## src/rtl/kat_ram.sv

```systemverilog
// kat_ram: generic simple dual port ram, one write and one registered read
// no dependencies
module kat_ram #(
  parameter int WIDTH = 8,
  parameter int DEPTH = 16
) (
  input  logic                     clk,
  input  logic                     we,
  input  logic [$clog2(DEPTH)-1:0] waddr,
  input  logic [WIDTH-1:0]         wdata,
  input  logic [$clog2(DEPTH)-1:0] raddr,
  output logic [WIDTH-1:0]         rdata
);

  logic [WIDTH-1:0] mem [DEPTH];

  // write port and registered read port
  always_ff @(posedge clk) begin
    if (we) begin
      mem[waddr] <= wdata;
    end
    rdata <= mem[raddr];
  end

endmodule

```

## config.mk

```make
export PLATFORM = sky130hd
export DESIGN_NAME = kat_ram
export DESIGN_NICKNAME = d
export VERILOG_FILES = /design/src/rtl/kat_ram.sv
export SDC_FILE = /design/constraint.sdc
export NUM_CORES = 1
export LEC_CHECK = 0
export BUFFER_PORTS_ARGS = -buffer_cell sky130_fd_sc_hd__buf_2
export CORE_MARGIN = 2
export CORE_UTILIZATION = 55
export DETAILED_ROUTE_END_ITERATION = 6
export HOLD_SLACK_MARGIN = 0.02
export PLACE_DENSITY = 0.73
export SLEW_MARGIN = 30
export SYNTH_ARGS = -nofsm -noshare
export SYNTH_HDL_FRONTEND = slang
export SYNTH_SLANG_ARGS = --single-unit
```

## constraint.sdc

```tcl
create_clock -name clk -period 2.7 [get_ports clk]
set_input_delay 0.54 -clock clk [delete_from_list [all_inputs] [get_ports clk]]
set_output_delay 0.54 -clock clk [all_outputs]
set_load 0.03 [all_outputs]
```

==> summary by stage, run 1 <==
Status
The run finished with clean final reports.

Critical path
Of all nets on the critical path, the largest fanout is 5. The setup slack on the worst flop-to-flop path is 1310 ps. The depth of the worst register-to-register path is 3. In this run the critical register-to-register path is launched from mem[1][2]. The reg-to-reg endpoint is rdata[2]. Data on the critical path arrives at its endpoint at 1870 ps.

The kind of end point of the critical path is a flop. The required time of the worst setup path is 2930 ps. The worst setup path is launched from a primary input. The most critical setup path has its startpoint at waddr[2]. Following the worst setup path forward leads to its endpoint at mem[1][7]. The class of the most critical setup path is primary input to flop.

Synth
Counting every net in the synthesized netlist gives 247. The commonest cells after synthesis are 128 x edfxtp_1, 18 x mux4_2, 16 x a22oi_1. In this run the biggest area consumer among cell types represents 74.7% of the synthesized area.

Yosys instantiated no cell more often than edfxtp_1. Of all flip-flops after synthesis, the portion carrying an async set or reset was 0%. Counting flops with a built-in enable in the synthesized netlist gives 128. The share of the Yosys chip area taken by registers is 77.8%. The leading register cell type out of synthesis is edfxtp_1. Synthesis instantiated 19 different standard cells from the library. In the synthesized netlist, the number of instances is 229. In this run, synthesis produced a sequential element count of 136.

Sorting the synthesized cells by area gives the leading types as edfxtp_1 75%, mux4_2 7.9%, mux4_1 7.1%. The average cell area after synthesis is 22.5 um^2. The top cell type by total area after synthesis is edfxtp_1. The cell area that synthesis handed to floorplanning was 5150 um^2. For this run, the number of Yosys warnings is 0.

STA
At the pin with the least slew margin, the transition time is 860 ps. The number of hold violations in the final report was 0. The post-route worst setup slack is 1060 ps.

In this run the tightest slew margin relative to its limit is 42.6%. The clock arrives with 8.06 ps of skew. After layout, the minimum clock period comes to 1640 ps. Setup repair after global routing left no endpoint under its margin.

Derived from the worst setup path, the maximum achievable clock frequency is 611 MHz. The summed negative setup slack over all endpoints is 0 ps. The number of pins with negative max-slew slack in the final report is 0. The portion of the clock cycle consumed by the worst path in the final layout is 60.6%. The total of endpoints with negative setup slack in the final report is 0.

Detailed routing
The first TritonRoute pass finished after 5 iterations. In the routed design, unresolved DRC markers number 0. The detail route stage leaves a number of antenna-violating nets equal to 0. The number of vias in the routed layout is 2484. The number of design-rule violations left by the first detailed-router iteration is 287. After detailed routing, the number of vias per cell comes to 6.12. Dividing the detail-routed wire length by the instance count gives 24.6 um. For this block, the routed nets add up to 9980 um of wire.

Power and ir drop
After layout, the design draws a total of 4690 uW. VDD sags by at most 0.359 mV. The total power per unit cell area is 779 nW/um^2.

The leakage power is 0.00206 uW.

GRT
Global routing finished with a remaining overflow of 0. The pin count of the biggest net entering global routing is 17. The via count of the first global-routing pass is 2459.

The number of antenna violations at the first check in global routing was 0. In the global route stage, overall resource usage came out at 22.5%. The wire length of the first global-routing pass is 15200 um.

Die
The count of pins on the block boundary is 26. The area enclosed by the die boundary is 10100 um^2. The starting utilization of the core area is 56.2%. Row generation in the floorplan step produced 35 rows. The chip width is 101 um. In this run the standard cell core region covers 9150 um^2.

The die is 101 um tall.

Final layout
From synthesis to final layout, the design area changed by 17.0%. For this run, the post-layout net count is 301. Cells with a size suffix above 1 make up 30.5% of the layout. The post-route cell area is 6020 um^2. The count of inserted antenna diode cells is 0.

After the flow finishes, the layout carries non-filler instances totaling 406.

Clock network
The number of H-tree levels is 4. CTS saw 136 sinks. The quantity of hold-fixing buffers added after cts is 0. TritonCTS created 17 clock buffers. TritonCTS built the clock tree.

The number of buffers inserted by post-CTS setup repair is 0. In this run, post-CTS repair resized a total of 0 instances. The clock passes through at most 2 buffers.

The clock insertion delay at the later pin of the skew report is 520 ps. The cell sitting at the root of the clock tree is a clkbuf_8. The clock input transition at the sequential cells of the worst setup and hold paths is 60 ps.

Placed design
The total instance count after detailed placement is 375. The instance area at placement is 5490 um^2. During placement, the flow inserted port buffers numbering 25. The pre-CTS setup slack is 489 ps.

The detailed placement HPWL is 6180 um. The final estimated routing congestion in global placement is 0.774.

Hold path
The worst hold path belongs to the class primary input to flop.

Run
The tool flagged a number of max-cap violations equal to 0.
[power breakdown]
group | switching [uW] | internal (uW)
clock | 787 | 1290
combinational | 149 | 94.0
sequential | 12.2 | 2360
[stage by stage]
stage / util, % / hold WS [ps]
finish: 65.8 / 398
global route: 65.8 / 398
CTS: 65.8 / 388
detailed placement: 60.0 / 662
global placement: 60.0 / 657
floorplan: - / 629
[cells by family (layout without fill, tap and decap cells)]
kind of cell / count (synthesis) / count (layout) / synth area share [%]
AOI/OAI and AO/OA: 16 / 16 / 2.33
DFF: 136 / 136 / 77.8
buffers and inverters: 10 / 76 / 1.68
and+or+nand+nor: 35 / 35 / 3.18
muxes: 32 / 32 / 15.0
[cells in the final DEF (no fill, tap or decap)]
cell type / synthesis / final
clkbuf_1: 0 / 3
nand2b_1: 2 / 2
bufinv_16: 0 / 2
clkinv_1: 0 / 2
edfxtp_1: 128 / 128
a22oi_1: 16 / 16
or3b_2: 1 / 1
clkinvlp_4: 0 / 2
nor2b_1: 1 / 1
nand2_1: 9 / 9
clkbuf_16: 0 / 16
mux4_1: 14 / 14
nor2_1: 13 / 13
clkinv_2: 0 / 5
nand3_1: 1 / 1
and2_1: 1 / 1
and2b_1: 1 / 1
buf_12: 0 / 1
mux4_2: 18 / 18
buf_2: 3 / 25
nand3b_1: 2 / 2
nor3_1: 4 / 4
dfxtp_1: 8 / 8
buf_4: 1 / 19
clkbuf_8: 0 / 1
[area by class of cell]
cell class	instances	area, um^2
fillers	590	3130
flip-flops and latches	136	4000
multi-input cells	83	1060
clock buffers	20	425
repair buffers	45	288
clock inverters	11	108
well taps	111	139
[routing by layer]
metal | up-vias | global-route usage, % | share of wire, %
met5 | - | 0 | 0
met4 | 0 | 9.17 | 1.8
met3 | 17 | 6.38 | 8.3
met2 | 131 | 33.4 | 49
met1 | 1252 | 31.9 | 41
li1 | 1084 | - | -
[sequential cells by signal, summed over array words and instances, names as in the netlist]
register / cells
mem: 128
rdata: 8
[worst min-delay path by stage]
| stage | from | to | slack, ps | cells past startpoint |
|---|---|---|---|---|
| finish | wdata[7] | mem[8][7] | 400 | 1 |
| floorplan | mem[7][0] | rdata[0] | 630 | 3 |
| global route | wdata[0] | mem[13][0] | 400 | 1 |
| detailed placement | mem[8][1] | rdata[1] | 660 | 3 |
| global placement | mem[8][2] | rdata[2] | 660 | 3 |
| CTS | wdata[7] | mem[8][7] | 390 | 1 |
[critical path: stages]
cell and delay (ps):
buf_2 120, or3b_2 510, nor2_1 430, buf_4 270
(Power assumes the default switching activity.)
==> run 2: changes to the inputs <==
Settings changed: CORE_UTILIZATION 55 to 54, PLACE_DENSITY 0.73 to 0.74.
Clock period 2.7 ns to 1.3 ns, I/O delays scaled along.
==> summary by stage, run 2 (synthesized netlist as in run 1, its figures left out) <==
Status
The flow ran to the end, but the final reports show violations. The checks that failed: negative setup slack.

Critical path
The maximum fanout along the worst path is 1 (-4). The kind of end point of the critical path is a flop. The startpoint identified for the worst register-to-register timing path is mem[10][6]. The reg-to-reg endpoint is rdata[6].

In this run the worst setup path begins at mem[10][6]. The setup slack on the worst flop-to-flop path came to -20 ps (-1330 ps). The required time of the worst setup path is 1700 ps (-1230 ps). The kind of start point of the critical path is a flop. The data arrival time of the critical path is 1720 ps (-150 ps). The class of the most critical setup path is flop to flop. The depth of the worst register-to-register path is 3 (unchanged).

Hold path
The hold-critical path depth came to 1 (unchanged). The startpoint identified for the worst hold timing path is wdata[7]. In this run the worst hold path is classified as primary input to flop. The end point of the worst hold path is mem[11][7].

GRT
The all-layer global routing usage is 22.2% (-0.32 points). The pin count of the biggest net entering global routing is 21 (+4). The number of antenna violations at the first check in global routing is 0 (unchanged). The via count of the first global-routing pass is 2718 (+11%).

The wire length of the first global-routing pass is 15600 um (+2.5%). The final global-route overflow total is 0 (unchanged).

Die
The placeable core area is 9240 um^2 (+0.96%). The chip width was 102 um (+0.89%). The die height is 102 um (+0.89%). The number of core rows is 35 (unchanged).

The starting utilization of the core area came to 55.7% (-0.53 points). The area enclosed by the die boundary is 10300 um^2 (+1.8%). The count of pins on the block boundary was 26 (unchanged).

Final layout
The largest registers in the layout are mem: 128 flops, rdata: 8 flops. The count of inserted antenna diode cells is 0 (unchanged). In the layout the commonest cells are 128 x edfxtp_1, 31 x buf_4, 30 x mux4_2. The fraction of layout cells with a size suffix above 1 was 44.9% (+14 points). The final cell utilization of the core was 69.0% (+3.2 points). The number of flip-flops under the largest register name is 128 (unchanged). Ranked by flip-flop count, first place goes to mem. The post-route cell area is 6380 um^2 (+5.9%). Leaving out fill and tap cells, the most frequent cell in the layout is edfxtp_1.

The total number of nets in the final design came to 317 (+5.3%). From synthesis to final layout, the design area changed by 23.9%.

Power and ir drop
The worst IR drop on VDD is 0.859 mV (+140%). The total power per unit cell area came to 1610 nW/um^2 (+110%). The proportion of power drawn by the clock network is 45.8% (+1.5 points). The portion of total power attributed to sequential cells is 48.1% (-2.5 points).

The switching power of the nets is 2160 uW (+130%). The cell internal power dissipation came to 8110 uW (+120%). The leakage power is 0.00216 uW (+4.6%). The share of total power in combinational logic came to 6.0% (+0.8 points). The switching share of total power is 21.1% (+0.85 points).

Placed design
The instance area at placement is 5710 um^2 (+4.1%). The final estimated routing congestion in global placement is 0.727 (-6.0%). The detailed placement HPWL is 6270 um (+1.5%).

The count of buffers from port buffering is 25 (unchanged).

STA
The worst-case clock skew is 5.81 ps (-2.25 ps). The highest clock rate is 759 MHz. The total of endpoints with negative setup slack in the final report is 2 (+2). The summed negative setup slack over all endpoints is -31.7 ps (-31.7 ps). The transition at the pin with the smallest max-transition slack came to 892 ps (+32.7 ps). In the finished design, the share of the clock period the worst path needs comes to 101%.

The post-route worst setup slack was -16.8 ps (-1080 ps). The number of hold violations in the final report is 0 (unchanged). The worst max-slew margin expressed relative to the limit is 40.4% (-2.2 points).

Subtracting the final worst setup slack from the clock period gives 1320 ps. Setup repair after global routing could not meet its margin everywhere. The number of pins with negative max-slew slack in the final report came to 0 (unchanged).

Clock network
The clock buffer count from CTS is 17 (unchanged). The number of H-tree levels is 4 (unchanged). The TritonCTS sink count is 136 (unchanged). The number of buffers inserted by post-CTS setup repair is 0 (unchanged).

TritonCTS built the clock tree. The CTS root buffer is clkbuf_8. The clock input transition at the sequential cells of the worst setup and hold paths is 60 ps (about the same). The clock insertion delay at the later pin of the skew report is 510 ps (about the same). The worst-case clock buffer depth came to 2 (unchanged).

Detailed routing
The DRC violations left came to 0 (unchanged). The first-pass detailed-route iteration total is 6 (+1). The number of design-rule violations left by the first detailed-router iteration is 246 (-14%). The number of vias in the routed layout is 2528 (+1.8%).

The number of routed nets with antenna violations was 0 (unchanged). The final routed wire length divided by cell count is 22.9 um (-6.9%). The final wirelength is 10100 um (+1.1%). The number of vias per cell after detailed routing is 5.73 (-6.3%).

Run
The number of violations of the max-capacitance limit is 0 (unchanged).
[run 2: metal layers]
metal	track usage, %	share of wire, %	vias to the layer above
met1	29.2	42	1323
li1	-	-	1101
met4	9.46	2.2	0
met3	6.69	4.6	19
met2	34.9	51	85
met5	0	0	-
[run 2: repair_timing]
| action | 4_1_cts | 5_1_grt |
|---|---|---|
| pin swaps | 1 | 2 |
| gates resized for setup | 13 | 13 |
| gates cloned | 0 | 0 |
| endpoints found under the setup margin | 9 | 11 |
| hold buffers | 0 | 0 |
[run 2: worst max-delay path by stage]
stage / endpoint / slack, ps
final: rdata[6] / -20
after floorplan: mem[0][0] / -60
after global placement: rdata[5] / -380
after CTS: rdata[6] / -20
after detailed placement: rdata[5] / -400
after global routing: rdata[3] / -60
[run 2: power groups by stage]
stage                     combinational, uW  sequential [uW]  clock (uW)
after floorplan                         274             5070           0
after global placement                  562             5020           0
after detailed placement                580             5030           0
after CTS                               609             4940        4770
after global routing                    666             4950        4980
final                                   620             4940        4710
[run 2: critical path: stages, from the launching register on]
cell and delay, ps:
edfxtp_1 410, mux4_2 520, a22oi_2 190, nand2_1 70
[run 2: final cells by class]
class | count | area (um^2)
flip-flops and latches | 136 | 4010
fillers | 570 | 2860
multi-input cells | 83 | 1080
repair buffers | 61 | 531
clock buffers | 17 | 414
clock inverters | 15 | 178
well taps | 129 | 161
[run 2: per-stage QoR]
stage / std cells / hold slack (ps) / setup WS (ps) / total power, uW
final: 441 / 132 / -16.8 / 10300
after global routing: 441 / 118 / -58.5 / 10600
after CTS: 441 / 109 / -17.4 / 10300
after detailed placement: 409 / 659 / -404 / 5600
after global placement: 409 / 642 / -382 / 5580
after floorplan: 229 / 359 / -63.0 / 5350
