$ cat config.mk
export PLATFORM = sky130hd
export DESIGN_NAME = kat_unit
export DESIGN_NICKNAME = d
export VERILOG_FILES = /design/src/rtl/kat_pkg.sv /design/src/rtl/kat_unit.sv
export SDC_FILE = /design/constraint.sdc
export NUM_CORES = 1
export LEC_CHECK = 0
export ABC_CLOCK_PERIOD_IN_PS = 3800
export BUFFER_PORTS_ARGS = -buffer_cell sky130_fd_sc_hd__buf_2
export CAP_MARGIN = 10
export CORE_AREA = 2 2 88 90
export DETAILED_ROUTE_END_ITERATION = 7
export DIE_AREA = 0 0 90 92
export PLACE_DENSITY = 0.79
export SYNTH_ARGS = -nofsm -noshare
export SYNTH_HDL_FRONTEND = slang
export SYNTH_SLANG_ARGS = --single-unit
$ cat constraint.sdc
create_clock -name vclk -period 3.8
set_input_delay 0.57 -clock vclk [all_inputs]
set_output_delay 0.57 -clock vclk [all_outputs]
set_load 0.01 [all_outputs]
$ cat src/rtl/kat_pkg.sv
// kat_pkg: shared constants, codes and types of the keyed accumulate table
// no dependencies; compiled first
package kat_pkg;

  // default sizes, used as the defaults of the top level parameters
  localparam int ENTRIES_DEF    = 64;
  localparam int KEY_BITS_DEF   = 64;
  localparam int VALUE_BITS_DEF = 32;

  // fixed widths of the channel words
  localparam int REQ_TYPE_W = 2;
  localparam int KEY_W      = 64;
  localparam int AMOUNT_W   = 32;
  localparam int STATUS_W   = 2;
  localparam int STORED_W   = 32;

  // request kinds
  localparam logic [REQ_TYPE_W-1:0] REQ_ADD   = 2'd0;
  localparam logic [REQ_TYPE_W-1:0] REQ_ERASE = 2'd1;
  localparam logic [REQ_TYPE_W-1:0] REQ_QUERY = 2'd2;
  localparam logic [REQ_TYPE_W-1:0] REQ_NONE  = 2'd3;

  // result status codes
  localparam logic [STATUS_W-1:0] STS_FOUND     = 2'd0;
  localparam logic [STATUS_W-1:0] STS_NOT_FOUND = 2'd1;
  localparam logic [STATUS_W-1:0] STS_FULL      = 2'd2;

  // sequencer states
  typedef enum logic [1:0] {
    S_CLEAR,
    S_IDLE,
    S_SCAN,
    S_ACT
  } kat_state_t;

  // compare flags of one stored entry against the request key
  typedef struct packed {
    logic hit;
    logic free;
  } kat_cmp_t;

endpackage

$ cat src/rtl/kat_unit.sv
// kat_unit: shared key compare and saturating add unit
// depends on kat_pkg for the compare flag struct
module kat_unit #(
  parameter int KEY_BITS   = 64,
  parameter int VALUE_BITS = 32
) (
  input  logic                  entry_valid,
  input  logic [KEY_BITS-1:0]   entry_key,
  input  logic [KEY_BITS-1:0]   req_key,
  input  logic [VALUE_BITS-1:0] acc_a,
  input  logic [VALUE_BITS-1:0] acc_b,
  output kat_pkg::kat_cmp_t     cmp,
  output logic [VALUE_BITS-1:0] sum
);
  import kat_pkg::*;

  logic [VALUE_BITS:0] wide_sum;

  // key match against one stored entry
  always_comb begin
    cmp.hit  = entry_valid && (entry_key == req_key);
    cmp.free = !entry_valid;
  end

  // saturating add, clamps at the all-ones value
  assign wide_sum = {1'b0, acc_a} + {1'b0, acc_b};
  assign sum      = wide_sum[VALUE_BITS] ? '1 : wide_sum[VALUE_BITS-1:0];

endmodule

==> impl_metrics.csv, run 1 <==
group,metric,value,unit
place,routabilityCongestion,1.01,
layout,fin_cells,740,
layout,seqCellArea,0,µm²
run_status,status,"complete, no violations",
power_and_ir_drop,sequentialPowerShare,0,%
place,placed_cell_area,4130,µm²
timing,fmax,272,MHz
timing,rsz0062_at_grt,"true",
min_path,hp-class,"in -> out",
detailed_routing,post_drt_wl_per_cell,18.2,µm
global_routing,grt_pass1_wl,20.2,mm
min_path,hold_depth,3,
worst_setup_path,crit_fanout,7,
layout,fin_nets,860,
worst_setup_path,cp.arrival,3.10,ns
place,port_buffers,227,
layout,drive_gt1_share,41.8,%
clock_tree,post_cts_buffers,0,
timing,setup_viol,0,
clock_tree,cts_resized,0,
detailed_routing,drtPass1Iterations,7,
worst_setup_path,start_kind,"input pin",
detailed_routing,route.detailed.drc,0,
synthesis,ys_seq_area_share,0,%
global_routing,grt_use_met1,34.7,%
power_and_ir_drop,power,0.000720,W
power_and_ir_drop,power_density,172,nW/µm²
global_routing,grtUsageMet3,9.45,%
power_and_ir_drop,p_int,0.000333,W
synthesis,synth_area_leaders,"xnor2_1, ha_1, inv_1, nand2_1, a21oi_1",
floorplan,die_area,8280,µm²
power_and_ir_drop,ir_drop,66.5,µV
global_routing,grt_max_degree,13,
power_and_ir_drop,p_switching,0.000387,W
min_path,min-delay-start,"entry_valid",
global_routing,met2_usage,53.9,%
floorplan,die_h,92,µm
global_routing,antenna_found_initial,7,
floorplan,num_rows,32,
synthesis,yosys.area.top_type,"xnor2_1",
worst_setup_path,required,3.23,ns
synthesis,yosys.area.top_type_share,15.5,%
synthesis,syn_area,2830,µm²
detailed_routing,wirelength,13.5,mm
clock_tree,cts_hold_buffers,0,
power_and_ir_drop,pwr-share-clk,0,%
timing,drv_slew,0,
floorplan,die_x,90,µm
detailed_routing,ant_nets,0,
detailed_routing,vias,4122,
floorplan,start_util,38.0,%
layout,seq_cells,0,
place,dp.cells,734,
layout,final_cell_area,4190,µm²
layout,clock_buffers,0,
timing,slew_headroom,41.5,%
synthesis,ys_warn_count,0,
timing,worst_pin_slew,0.875,ns
timing,finalCriticalPeriod,3.67,ns
timing,period_share,96.7,%
worst_setup_path,critPathKind,"in -> out",
synthesis,synthCells,403,
place,dp_hpwl,12.2,mm
power_and_ir_drop,p_comb_share,100.0,%
floorplan,ioPinCount,227,
worst_setup_path,crit_path_end_kind,"output pin",
global_routing,globalRoute.totalOverflow,0,
global_routing,grt_pass1_vias,4122,
floorplan,core,7450,µm²
run,maxCapViolCount,0,
detailed_routing,viasPerCell,5.57,
min_path,hold_end,"cmp[0]",
power_and_ir_drop,swShare,53.8,%
timing,final_hold_viol_count,0,
synthesis,synthesis.nets,629,
synthesis,syn_area_per_cell,7.02,µm²
global_routing,grt_use_total,30.2,%
global_routing,busiest_layer,"met2",
synthesis,synth_cell_types,63,
detailed_routing,drt_iter0_drc,255,
timing,holdWs,1.42,ns
power_and_ir_drop,p_leak,2.10,nW
layout,fin_util,56.2,%
layout,area_growth,48.0,%
cells in the mapped netlist (3+ instances only):
cell type and number:
a2111oi_2 3, a21boi_0 4, a21o_1 12, a21oi_1 23
a221oi_1 8, a31oi_1 12, and2_1 4, and3_1 3
buf_2 5, clkbuf_1 4, ha_1 32, inv_1 33
mux2i_1 4, nand2_1 33, nand3_1 7, nand4_1 17
nor2_1 24, nor3_1 15, nor4_1 7, o211ai_1 5
o21a_1 6, o21ai_0 13, o21ai_2 5, o21bai_1 5
o22ai_1 6, o2bb2ai_1 3, or2_1 4, xnor2_1 50
xor2_1 12
worst max-delay path by stage:
stage,from,endpoint,slack (ns)
6_report,acc_a[3],sum[30],0.13
5_1_grt,acc_a[20],sum[22],-0.02
4_1_cts,acc_a[0],sum[30],0.08
3_5_place_dp,acc_a[0],sum[30],0.08
3_3_place_gp,acc_a[3],sum[25],0.12
2_1_floorplan,acc_a[0],sum[20],0.52
power groups by stage:
| stage | Combinational [W] | Sequential, W | Clock, W |
|---|---|---|---|
| after detailed placement | 0.000705 | 0 | 0 |
| after CTS | 0.000709 | 0 | 0 |
| after floorplan | 0.000423 | 0 | 0 |
| final | 0.000720 | 0 | 0.000000000213 |
| after global placement | 0.000687 | 0 | 0 |
| after global routing | 0.000786 | 0 | 0.0000000000708 |
routing by layer:
metal / up-vias / wire length, µm
li1: 1968 / -
met1: 1865 / 5170
met2: 251 / 6460
met3: 36 / 1470
met4: 2 / 370
met5: - / 13
metrics by stage:
step / worst slack, ns / TNS (ns)
2_1_floorplan: 0.524 / 0
3_3_place_gp: 0.121 / 0
3_5_place_dp: 0.0824 / 0
4_1_cts: 0.0754 / 0
5_1_grt: -0.0160 / -0.0353
6_report: 0.126 / 0
cells by family (layout without fill, tap and decap cells):
family | count (synthesis) | count (layout) | synth area share [%]
muxes | 4 | 4 | 1.42
AOI/OAI and AO/OA | 127 | 127 | 33.4
adders and majority gates | 33 | 33 | 14.9
other | 0 | 6 | 0
xor gates and xnor gates | 62 | 62 | 19.2
buffers and inverters | 46 | 275 | 7.03
and+or+nand+nor | 131 | 131 | 24.1
critical path: stages:
cell and delay, ns:
buf_2 0.10, ha_1 0.34, o211ai_1 0.13, o211a_1 0.30
nor4_4 0.28, o2111ai_2 0.19, a2111oi_4 0.51, buf_6 0.20
nor3_1 0.05, a31oi_1 0.25, buf_2 0.18
area by class of cell:
cell class / instances / area (µm²)
inverter: 33 / 124
timing repair buffer: 242 / 1250
fill: 741 / 3260
multi-input combinational: 357 / 2670
antenna: 6 / 15.0
tap: 102 / 128
cell usage in the layout (no fill, tap or decap), types with 2 or more instances in the layout:
master / instances
o21a_1: 6
o2111ai_2: 3
xnor2_1: 50
nand2_1: 33
o211ai_1: 5
or2_2: 2
and3_1: 3
a221oi_1: 8
a21oi_1: 23
nand4_1: 17
buf_2: 227
a31oi_1: 12
o2bb2ai_1: 3
inv_1: 33
nor2_1: 24
buf_4: 14
nor3_1: 15
or2_1: 4
nand2b_1: 2
and2_1: 4
or3_1: 2
a21boi_0: 4
diode_2: 6
xor2_1: 12
nand3_1: 7
o21ai_2: 6
a21o_1: 12
o22ai_1: 6
a221o_1: 2
and4_1: 2
nor4_1: 7
mux2i_1: 4
ha_1: 32
o21bai_1: 5
a2111oi_2: 2
o211a_1: 2
o21ai_0: 13
nor3b_1: 2
No activity file was read; power rests on OpenSTA's default activity.
==> run 2, diff against run 1 <==
--- a/config.mk
+++ b/config.mk
@@ -5,7 +5,7 @@
 export SDC_FILE = /design/constraint.sdc
 export NUM_CORES = 1
 export LEC_CHECK = 0
-export ABC_CLOCK_PERIOD_IN_PS = 3800
+export ABC_CLOCK_PERIOD_IN_PS = 3640
 export BUFFER_PORTS_ARGS = -buffer_cell sky130_fd_sc_hd__buf_2
 export CAP_MARGIN = 10
 export CORE_AREA = 2 2 88 90
==> constraint.sdc (replaced) <==
create_clock -name vclk -period 3.64
set_input_delay 0.546 -clock vclk [all_inputs]
set_output_delay 0.546 -clock vclk [all_outputs]
set_load 0.01 [all_outputs]
==> run 2 against run 1 <==
Effect of this change:
- die area unchanged
- global-route usage decreased by 1.4 points
- critical path type unchanged
- worst hold slack lost 0.053 ns
==> impl_metrics.csv, run 2 (same netlist as run 1, synthesis figures left out) <==
group,metric,value,unit
run_status,status,"complete, no violations",
layout,final_cell_mix,"buf_2, xnor2_1, nand2_1, inv_1, ha_1",
global_routing,globalRoute.totalOverflow,0,
timing,setup_viol,0,
worst_setup_path,cp.arrival,2.98,ns
worst_setup_path,crit_chain,"buf_2, ha_1, and2_1, a221o_1, o21ai_1, buf_4, a21oi_1, o41a_1, a31oi_1, mux2i_1, buf_2",
worst_setup_path,critPathKind,"in -> out",
detailed_routing,route.detailed.drc,0,
clock_tree,post_cts_buffers,0,
power_and_ir_drop,power_density,180,nW/µm²
detailed_routing,post_drt_wl_per_cell,18.0,µm
min_path,hp-class,"in -> out",
worst_setup_path,critical-path-max-stage-delay,0.43,ns
worst_setup_path,crit_path_end_kind,"output pin",
power_and_ir_drop,p_comb_share,100.0,%
power_and_ir_drop,swShare,53.6,%
floorplan,ioPinCount,227,
worst_setup_path,cpMostUsedCell,"buf_2",
floorplan,die_h,92,µm
layout,fin_nets,864,
timing,worst_pin_slew,0.933,ns
timing,rsz0062_at_grt,"false",
timing,drv_slew,0,
floorplan,core,7450,µm²
detailed_routing,vias,4195,
layout,final_common_cell,"buf_2",
run,maxCapViolCount,0,
power_and_ir_drop,p_int,0.000352,W
detailed_routing,wirelength,13.4,mm
power_and_ir_drop,sequentialPowerShare,0,%
power_and_ir_drop,p_switching,0.000407,W
place,port_buffers,227,
global_routing,grt_pass1_wl,19.1,mm
power_and_ir_drop,ir_drop,76.3,µV
floorplan,num_rows,32,
layout,area_growth,48.9,%
timing,final_hold_viol_count,0,
floorplan,die_area,8280,µm²
detailed_routing,met1_length,5.05,mm
global_routing,grt_pass1_vias,3878,
layout,seq_cells,0,
power_and_ir_drop,pwr-share-clk,0,%
layout,nFillCells,735,
place,dp.cells,738,
detailed_routing,wl_met3,1.66,mm
global_routing,grt_use_total,28.8,%
place,dp_hpwl,12.1,mm
detailed_routing,drt_iter0_drc,301,
detailed_routing,viasPerCell,5.65,
clock_tree,cts_hold_buffers,0,
layout,fin_cells,742,
layout,drive_gt1_share,42.1,%
detailed_routing,ant_nets,0,
worst_setup_path,required,3.09,ns
floorplan,die_x,90,µm
worst_setup_path,worst_path_max_delay_cell,"o41a_1",
timing,fmax,283,MHz
timing,fin_tns_setup,0,ns
detailed_routing,wl_met2,6.30,mm
detailed_routing,drtPass1Iterations,5,
power_and_ir_drop,p_leak,2.11,nW
clock_tree,cts_resized,0,
layout,clock_buffers,0,
timing,slew_headroom,37.6,%
layout,seqCellArea,0,µm²
detailed_routing,top_layer,"met5",
global_routing,grt_max_degree,13,
timing,finalCriticalPeriod,3.53,ns
layout,fin_util,56.6,%
worst_setup_path,start_kind,"input pin",
place,routabilityCongestion,1.05,
floorplan,start_util,38.0,%
worst_setup_path,crit_fanout,4,
global_routing,antenna_found_initial,6,
timing,period_share,96.9,%
==> run 2: changes by cell type in the layout (fill, tap and decap cells not counted) <==
cell | previous run | this run
ha_4 | 0 | 1
diode_2 | 6 | 4
a21oi_1 | 23 | 22
a21oi_2 | 0 | 1
o21ai_2 | 6 | 5
a32oi_2 | 1 | 0
a32oi_1 | 0 | 1
o21ai_1 | 0 | 1
buf_6 | 1 | 0
buf_4 | 14 | 19
ha_1 | 32 | 31
==> run 2: layer usage <==
| layer | global-route usage [%] | up-vias |
|---|---|---|
| li1 | - | 1975 |
| met1 | 34.6 | 1914 |
| met2 | 50.3 | 268 |
| met3 | 8.55 | 36 |
| met4 | 7.18 | 2 |
| met5 | 0 | - |
==> run 2: cell type report <==
type                       count  area, µm²  share of cell area (%)
multi-input combinational    357       2670                    63.4
timing repair buffer         246       1280                    30.4
tap                          102        128                    3.03
inverter                      33        124                    2.94
antenna                        4       10.0                   0.238
==> run 2: critical path, delay by kind of cell <==
kind | cells | cell delay [ns]
mux | 1 | 0.20
buf+inv | 3 | 0.42
compound gates | 5 | 1.27
simple gates | 1 | 0.19
fa+ha+maj | 1 | 0.34
==> run 2: power groups by stage <==
| stage | sequential, W | clock [W] | combinational (W) |
|---|---|---|---|
| after detailed placement | 0 | 0 | 0.000739 |
| after global routing | 0 | 0.0000000000736 | 0.000819 |
| after floorplan | 0 | 0 | 0.000441 |
| final | 0 | 0.000000000148 | 0.000759 |
| after global placement | 0 | 0 | 0.000721 |
| after CTS | 0 | 0 | 0.000743 |
==> run 2: worst paths after layout <==
check / start / cells after the start / end / slack, ns
worst min-delay path: entry_valid / 3 / cmp[0] / 1.37
worst max-delay path: acc_a[3] / 11 / sum[31] / 0.11
==> run 2: per-stage QoR <==
| stage | hold slack (ns) | total power (W) | worst slack [ns] | area, µm² |
|---|---|---|---|---|
| floorplan | 1.14 | 0.000441 | 0.412 | 2830 |
| global placement | 1.37 | 0.000721 | 0.0623 | 4160 |
| detailed placement | 1.37 | 0.000739 | 0.00814 | 4160 |
| CTS | 1.37 | 0.000743 | 0.00676 | 4160 |
| global route | 1.38 | 0.000819 | 0.00571 | 4210 |
| finish | 1.37 | 0.000759 | 0.112 | 4210 |
